File: src/design/gap_pkg.sv
package gap_pkg;

  // Grid and result limits
  localparam int GRID_W      = 8;
  localparam int GRID_H      = 8;
  localparam int CELLS       = GRID_W * GRID_H;
  localparam int MAX_RESULTS = 64;

  // Input opcodes
  localparam logic OPC_LOAD   = 1'b0;
  localparam logic OPC_SEARCH = 1'b1;

  // Result status codes
  localparam logic [1:0] ST_CELL   = 2'd0;
  localparam logic [1:0] ST_NOPATH = 2'd1;
  localparam logic [1:0] ST_FULL   = 2'd2;

  typedef struct packed {
    logic       opcode;
    logic [2:0] cell_x;
    logic [2:0] cell_y;
    logic       is_wall;
    logic [2:0] goal_x;
    logic [2:0] goal_y;
  } in_word_t;

  typedef struct packed {
    logic [2:0] path_x;
    logic [2:0] path_y;
    logic [1:0] status;
    logic       last;
  } out_word_t;

  // Datapath operations issued by the controller
  typedef enum logic [4:0] {
    OP_NONE,
    OP_LOAD,
    OP_START,
    OP_RDGOAL,
    OP_INIT,
    OP_OUT_NOPATH,
    OP_OUT_FULL,
    OP_OUT_LAST,
    OP_OUT_NEXT,
    OP_D_INIT,
    OP_NEXT_D,
    OP_NB_RD,
    OP_OS_INIT,
    OP_OS_RD,
    OP_OS_CK,
    OP_SH_INIT,
    OP_SH_RD,
    OP_SH_WR,
    OP_INSERT,
    OP_CLOSE,
    OP_POP_RD,
    OP_POP,
    OP_SCAN_INIT,
    OP_CS_RD,
    OP_STEP_I
  } op_e;

  typedef struct packed {
    op_e op;
  } cmd_t;

  typedef struct packed {
    logic bad;
    logic at_goal;
    logic d_end;
    logic d_center;
    logic nb_in;
    logic wall;
    logic os_end;
    logic os_hit;
    logic open_full;
    logic open_empty;
    logic sh_end;
    logic closed_full;
    logic cs_end;
    logic cs_hit;
    logic rt_hit;
    logic rt_stop;
    logic out_taken;
  } sts_t;

endpackage

File: src/design/gap_ctrl.sv
module gap_ctrl (
  input  logic          clk_i,
  input  logic          rst_ni,
  input  logic          in_valid_i,
  input  logic          opcode_i,
  input  gap_pkg::sts_t sts_i,
  output gap_pkg::cmd_t cmd_o,
  output logic          in_stall_o
);

  localparam logic [4:0] S_IDLE   = 5'd0;
  localparam logic [4:0] S_RDGOAL = 5'd1;
  localparam logic [4:0] S_INIT   = 5'd2;
  localparam logic [4:0] S_EXP    = 5'd3;
  localparam logic [4:0] S_NB     = 5'd4;
  localparam logic [4:0] S_NBW    = 5'd5;
  localparam logic [4:0] S_ADV    = 5'd6;
  localparam logic [4:0] S_OSRD   = 5'd7;
  localparam logic [4:0] S_OSCK   = 5'd8;
  localparam logic [4:0] S_SHRD   = 5'd9;
  localparam logic [4:0] S_SHWR   = 5'd10;
  localparam logic [4:0] S_CLOSE  = 5'd11;
  localparam logic [4:0] S_POP    = 5'd12;
  localparam logic [4:0] S_POPD   = 5'd13;
  localparam logic [4:0] S_CSRD   = 5'd14;
  localparam logic [4:0] S_CSCK   = 5'd15;
  localparam logic [4:0] S_RT     = 5'd16;
  localparam logic [4:0] S_RTRD   = 5'd17;
  localparam logic [4:0] S_RTCK   = 5'd18;
  localparam logic [4:0] S_OUTRT  = 5'd19;
  localparam logic [4:0] S_OUTEND = 5'd20;

  logic [4:0] state_q, state_d;

  assign in_stall_o = (state_q != S_IDLE);

  // Next state and datapath operation
  always_comb begin
    state_d    = state_q;
    cmd_o.op   = gap_pkg::OP_NONE;
    unique case (state_q)
      S_IDLE: begin
        if (in_valid_i) begin
          if (opcode_i == gap_pkg::OPC_SEARCH) begin
            cmd_o.op = gap_pkg::OP_START;
            state_d  = S_RDGOAL;
          end else begin
            cmd_o.op = gap_pkg::OP_LOAD;
          end
        end
      end
      S_RDGOAL: begin
        cmd_o.op = gap_pkg::OP_RDGOAL;
        state_d  = S_INIT;
      end
      S_INIT: begin
        if (sts_i.bad) begin
          cmd_o.op = gap_pkg::OP_OUT_NOPATH;
          state_d  = S_OUTEND;
        end else begin
          cmd_o.op = gap_pkg::OP_INIT;
          state_d  = S_EXP;
        end
      end
      S_EXP: begin
        if (sts_i.at_goal) begin
          state_d = S_RT;
        end else begin
          cmd_o.op = gap_pkg::OP_D_INIT;
          state_d  = S_NB;
        end
      end
      S_NB: begin
        priority if (sts_i.d_end) begin
          state_d = S_CLOSE;
        end else if (sts_i.d_center || !sts_i.nb_in) begin
          cmd_o.op = gap_pkg::OP_NEXT_D;
        end else begin
          cmd_o.op = gap_pkg::OP_NB_RD;
          state_d  = S_NBW;
        end
      end
      S_NBW: begin
        if (sts_i.wall) begin
          state_d = S_ADV;
        end else begin
          cmd_o.op = gap_pkg::OP_OS_INIT;
          state_d  = S_OSRD;
        end
      end
      S_ADV: begin
        cmd_o.op = gap_pkg::OP_NEXT_D;
        state_d  = S_NB;
      end
      S_OSRD: begin
        priority if (!sts_i.os_end) begin
          cmd_o.op = gap_pkg::OP_OS_RD;
          state_d  = S_OSCK;
        end else if (sts_i.open_full) begin
          cmd_o.op = gap_pkg::OP_OUT_FULL;
          state_d  = S_OUTEND;
        end else begin
          cmd_o.op = gap_pkg::OP_SH_INIT;
          state_d  = S_SHRD;
        end
      end
      S_OSCK: begin
        if (sts_i.os_hit) begin
          state_d = S_ADV;
        end else begin
          cmd_o.op = gap_pkg::OP_OS_CK;
          state_d  = S_OSRD;
        end
      end
      S_SHRD: begin
        if (sts_i.sh_end) begin
          cmd_o.op = gap_pkg::OP_INSERT;
          state_d  = S_ADV;
        end else begin
          cmd_o.op = gap_pkg::OP_SH_RD;
          state_d  = S_SHWR;
        end
      end
      S_SHWR: begin
        cmd_o.op = gap_pkg::OP_SH_WR;
        state_d  = S_SHRD;
      end
      S_CLOSE: begin
        if (sts_i.closed_full) begin
          cmd_o.op = gap_pkg::OP_OUT_FULL;
          state_d  = S_OUTEND;
        end else begin
          cmd_o.op = gap_pkg::OP_CLOSE;
          state_d  = S_POP;
        end
      end
      S_POP: begin
        if (sts_i.open_empty) begin
          cmd_o.op = gap_pkg::OP_OUT_NOPATH;
          state_d  = S_OUTEND;
        end else begin
          cmd_o.op = gap_pkg::OP_POP_RD;
          state_d  = S_POPD;
        end
      end
      S_POPD: begin
        cmd_o.op = gap_pkg::OP_POP;
        state_d  = S_CSRD;
      end
      S_CSRD: begin
        if (sts_i.cs_end) begin
          state_d = S_EXP;
        end else begin
          cmd_o.op = gap_pkg::OP_CS_RD;
          state_d  = S_CSCK;
        end
      end
      S_CSCK: begin
        if (sts_i.cs_hit) begin
          state_d = S_POP;
        end else begin
          cmd_o.op = gap_pkg::OP_STEP_I;
          state_d  = S_CSRD;
        end
      end
      S_RT: begin
        if (sts_i.rt_stop) begin
          cmd_o.op = gap_pkg::OP_OUT_LAST;
          state_d  = S_OUTEND;
        end else begin
          cmd_o.op = gap_pkg::OP_SCAN_INIT;
          state_d  = S_RTRD;
        end
      end
      S_RTRD: begin
        if (sts_i.cs_end) begin
          cmd_o.op = gap_pkg::OP_OUT_LAST;
          state_d  = S_OUTEND;
        end else begin
          cmd_o.op = gap_pkg::OP_CS_RD;
          state_d  = S_RTCK;
        end
      end
      S_RTCK: begin
        if (sts_i.rt_hit) begin
          cmd_o.op = gap_pkg::OP_OUT_NEXT;
          state_d  = S_OUTRT;
        end else begin
          cmd_o.op = gap_pkg::OP_STEP_I;
          state_d  = S_RTRD;
        end
      end
      S_OUTRT: begin
        if (sts_i.out_taken) state_d = S_RT;
      end
      S_OUTEND: begin
        if (sts_i.out_taken) state_d = S_IDLE;
      end
      default: begin
        state_d = S_IDLE;
      end
    endcase
  end

  always_ff @(posedge clk_i or negedge rst_ni) begin
    if (!rst_ni) begin
      state_q <= S_IDLE;
    end else begin
      state_q <= state_d;
    end
  end

endmodule

File: config.mk
export PLATFORM = sky130hd
export DESIGN_NAME = gap_ctrl
export DESIGN_NICKNAME = d
export VERILOG_FILES = /design/src/design/gap_pkg.sv /design/src/design/gap_ctrl.sv
export SDC_FILE = /design/constraint.sdc
export NUM_CORES = 1
export LEC_CHECK = 0
export ABC_AREA = 1
export BUFFER_PORTS_ARGS = -buffer_cell sky130_fd_sc_hd__buf_2
export CAP_MARGIN = 15
export CORE_MARGIN = 2
export CORE_UTILIZATION = 45
export DETAILED_ROUTE_END_ITERATION = 10
export PLACE_DENSITY = 0.75
export SYNTH_ARGS = -nofsm -noshare
export SYNTH_HDL_FRONTEND = slang
export SYNTH_SLANG_ARGS = --single-unit
export TNS_END_PERCENT = 10
File: constraint.sdc
create_clock -name clk_i -period 1.25 [get_ports clk_i]
set_input_delay 0.125 -clock clk_i [delete_from_list [all_inputs] [get_ports clk_i]]
set_output_delay 0.125 -clock clk_i [all_outputs]
set_load 0.01 [all_outputs]
[Yosys cells after proc, flatten, opt, wreduce, memory -nomap -nowiden]
Index checks and enable logic that the tools add are counted.
W data, S select, Z words.
Storage, ports and cells
  register bits after elaboration: 5
  logic and storage cells: 71
  input bits: 21
Operators by class
  muxes and demuxes: 40
  equality and inequality tests: 25
  reductions and logical operators: 5
Operators by type and width (number)
  $pmux W5 S21: 1
  $mux W5: 19
  $pmux W5 S19: 1
  $eq A5 B4 Y1 const B: 8
  $mux W4: 8
  $eq A5 B5 Y1 const B: 5
  $eq A5 B3 Y1 const B: 4
  $eq A5 B2 Y1 const B: 2
  $mux W2: 5
  $ne A2 B2 Y1 const B: 4
  $mux W3: 2
  $eq A5 B1 Y1 const B: 1
  $logic_not A5 Y1: 1
  $reduce_and A5 Y1: 1
  $reduce_bool A5 Y1: 1
  $mux W1: 4
  $ne A3 B3 Y1 const B: 1
  $logic_not A1 Y1: 1
  $logic_or A1 B1 Y1: 1

[Depth between registers and ports, before layout]
  depth in word-level cells: 5
  depth in mapped cells: 10

[Least setup slack after synthesis]
No wires, ideal clock.
  path type: flip-flop to flip-flop
  start point: register state_q[0]
  end point: register state_q[4]
  library setup time: 0.120 ns
  data arrival time: 1.258 ns
  cell stages (with the launch flop): 9
  required time: 1.130 ns
  period minus slack after synthesis: 1.378 ns
  path slack: -0.128 ns
  cells stage by stage: dfrtp_1 -> nor2_1 -> nand2_2 -> nor2_2 -> inv_1 -> a21oi_2 -> nor2_2 -> o21ai_1 -> nand2_1
On the way
  longest elaborated chain between the ends: 3
RTL lines
  from (decl): line gap_ctrl.sv:33  | logic [4:0] state_q, state_d;
  from (signal assigned): line gap_ctrl.sv:209  | state_q <= state_d;
  $eq A5 B3 Y1 (tied with other cells): line gap_ctrl.sv:41  | unique case (state_q)
  $ne A3 B3 Y1 (no source line) / $ne A2 B2 Y1 (equally long branches)
  $reduce_and A5 Y1 (no source line)
Several ways; a longest one is shown, not always the timed one.
A chain may end at the register's enable or synchronous reset.

==> results_dict.tcl <==
set metrics [dict create \
    outcome "finished, violations left" \
    violations "negative setup slack" \
    setup_tns_ns -4.28 \
    ys_types 23 \
    worstPathRequired_ns 1.12 \
    drt_wl_total_mm 3.82 \
    timing.hold.ws_ns 0.178 \
    cts_root_buf "clkbuf_4" \
    final_util_pct 78.9 \
    num-fill-cells 146 \
    io_buffers 26 \
    grt_overflow_total 0 \
    ys_ff_latch 5 \
    dr.first_iter.drc_count 119 \
    finalSetupViolCount 11 \
    grt_pass1_vias 1153 \
    cts_buffer_depth 2 \
    ys.flop_type "dfrtp_1" \
    drc 0 \
    timing.fmax_mhz 539 \
    fin_crit_sh_pct 148 \
    setup_slack_ns -0.606 \
    slew_viol_final 0 \
    vias 1460 \
    synth-seq-area-share_pct 14.6 \
    path_clk_slew_ns 0.04 \
    wire_per_inst_um 15.5 \
    grt_max_degree 8 \
    yosys-top-cells-area "nand2_1, dfrtp_1, nor2_1" \
    coreArea_um2 1760 \
    die_height_um 47.6 \
    crit_path_frequent_cell "nor2_1" \
    place.detailed.hpwl_mm 2.60 \
    synth_edf_count 0 \
    rsz0062_at_grt "true" \
    routabilityCongestion 0.999 \
    top_register "state_q" \
    slew_headroom_pct 80.5 \
    worstPathCellList "inv_1 > nor2_1 > nand3_1 > nand2_2 > nor2_1 > nand4_1 > buf_2" \
    cp_slowest_cell "dfrtp_2" \
    dp_slack_ns -0.275 \
    syn_to_final_growth_pct 63.0 \
    async_reset_ff_share_pct 100 \
    antenna_cells 0 \
    synth_top_area_share_pct 24.2 \
    slowest_delay_ns 0.49 \
    final_cell_mix "nand2_1, buf_2, buf_4, inv_1, nor2_1" \
    synth_fp_nets 184 \
    tightest_slew_ns 0.291 \
    netlist_area_um2 855 \
    hold_violations 0 \
    yosys_warnings 0 \
    critical_path_class "register to output port" \
    vias_per_cell 5.93 \
    yosysTopAreaCell "nand2_1" \
    cts_made_buffers 3 \
    dp_cells 232 \
    fp-row-count 15 \
    fin_cells 246 \
    drive_gt1_share_pct 48.9 \
    clock_sinks 5 \
    die_area_um2 2260 \
    syn_inst 163 \
    antenna_found_initial 0 \
    critPathMaxFanout 7 \
    initial_core_util_pct 48.4 \
    largest_reg_flops 5 \
    final_nets 243 \
    track_usage_pct 31.4 \
    tritoncts "done" \
    setup.worst_path.end_class "output port" \
    drv_cap 0 \
    hp-class "input pin to register" \
    final_common_cell "nand2_1" \
    clk_latency_ns 0.25 \
    cp.buffers_inverters 2 \
    leakagePower_uw 0.000827 \
    reg.largest.list "state_q: 5 flops" \
    die_w_um 47.6 \
    htreeDepth 1 \
    crit_family "simple AND/OR/NAND/NOR gates" \
    synth_area_per_cell_um2 5.24 \
    period_needed_ns 1.86 \
    postRouteAntennaNets 0 \
    critPathLaunchType "register" \
    dr.pass1.iters 6 \
    ir_worst_vdd_uv 2090 \
    ios 27 \
    grt_pass1_wl_mm 4.98 \
    cellPowerDensity_nw_per_um2 2270 \
    finClkSkew_ns 0.00337 \
    cp.arrival_ns 1.73 \
]
## per-stage QoR
step	total power, uW	instance area [um^2]
global route	3400	1390
finish	3160	1390
floorplan	1560	868
CTS	2720	1240
detailed placement	2420	1160
global placement	2420	1160
## synthesized netlist by cell type (all sizes together), types with 2 or more instances
cell	instances
nand2	58
nand3	17
dfrtp	5
nor3	8
a21oi	2
nand4	7
inv	26
o21ai	4
nor2	29
## repair_timing
item,4_1_cts,5_1_grt
buffers inserted,2,7
pin swaps,5,15
gates resized for setup,9,29
hold endpoints to repair,5,0
hold buffers,1,0
setup endpoints to repair,11,11
## area by class of cell
class                      instances  area [um^2]  share of cell area [%]
clock buffer                       4         26.3                    1.89
inverter                          26          103                    7.37
multi-input combinational        132          751                    53.9
sequential                         5          131                    9.43
tap                               25         31.3                    2.25
timing repair buffer              54          350                    25.2
## worst reg2reg max path: stages (launching register included)
cell and delay, ns:
dfrtp_2 0.47, inv_4 0.08, nor3_4 0.30, buf_4 0.17
nand2_2 0.05, nor2_1 0.15, nor2_1 0.08, nand3_1 0.07
nand2_1 0.07, nand2_1 0.07
## kinds of logic (layout without fill, tap and decap cells)
kind of cell	after synthesis	after routing	share of synthesized area (%)
AND/OR/NAND/NOR	123	123	67.4
AO/OA/AOI/OAI	9	9	6.59
flip-flops	5	5	14.6
buffers and inverters	26	84	11.4
## report_power, final
part	total [uW]	internal, uW	leakage [uW]	switching (uW)
logic	2520	1070	0.000754	1450
registers	458	250	0.0000581	208
clock network	190	121	0.0000150	69.1
## layer usage
layer | part of all wire (%) | wire length (um) | track usage (%)
met1 | 37 | 1410 | 41.3
met2 | 42 | 1590 | 51.4
met3 | 14 | 520 | 8.30
met4 | 7.7 | 296 | 7.57
met5 | 0 | 0 | 0
## worst paths after layout
| check | slack (ns) | endpoint | depth (start not counted) | startpoint |
|---|---|---|---|---|
| hold / removal | 0.18 | state_q[4] | 4 | sts_i[0] |
| max in group asynchronous | 0.87 | state_q[3] | 2 | rst_ni |
| hold reg to reg | 0.61 | state_q[2] | 2 | state_q[2] |
| setup reg to reg | -0.34 | state_q[0] | 9 | state_q[1] |
| setup / recovery | -0.61 | cmd_o[2] | 7 | state_q[0] |
| min in group asynchronous | 0.23 | state_q[4] | 2 | rst_ni |
(Power assumes the default switching activity.)
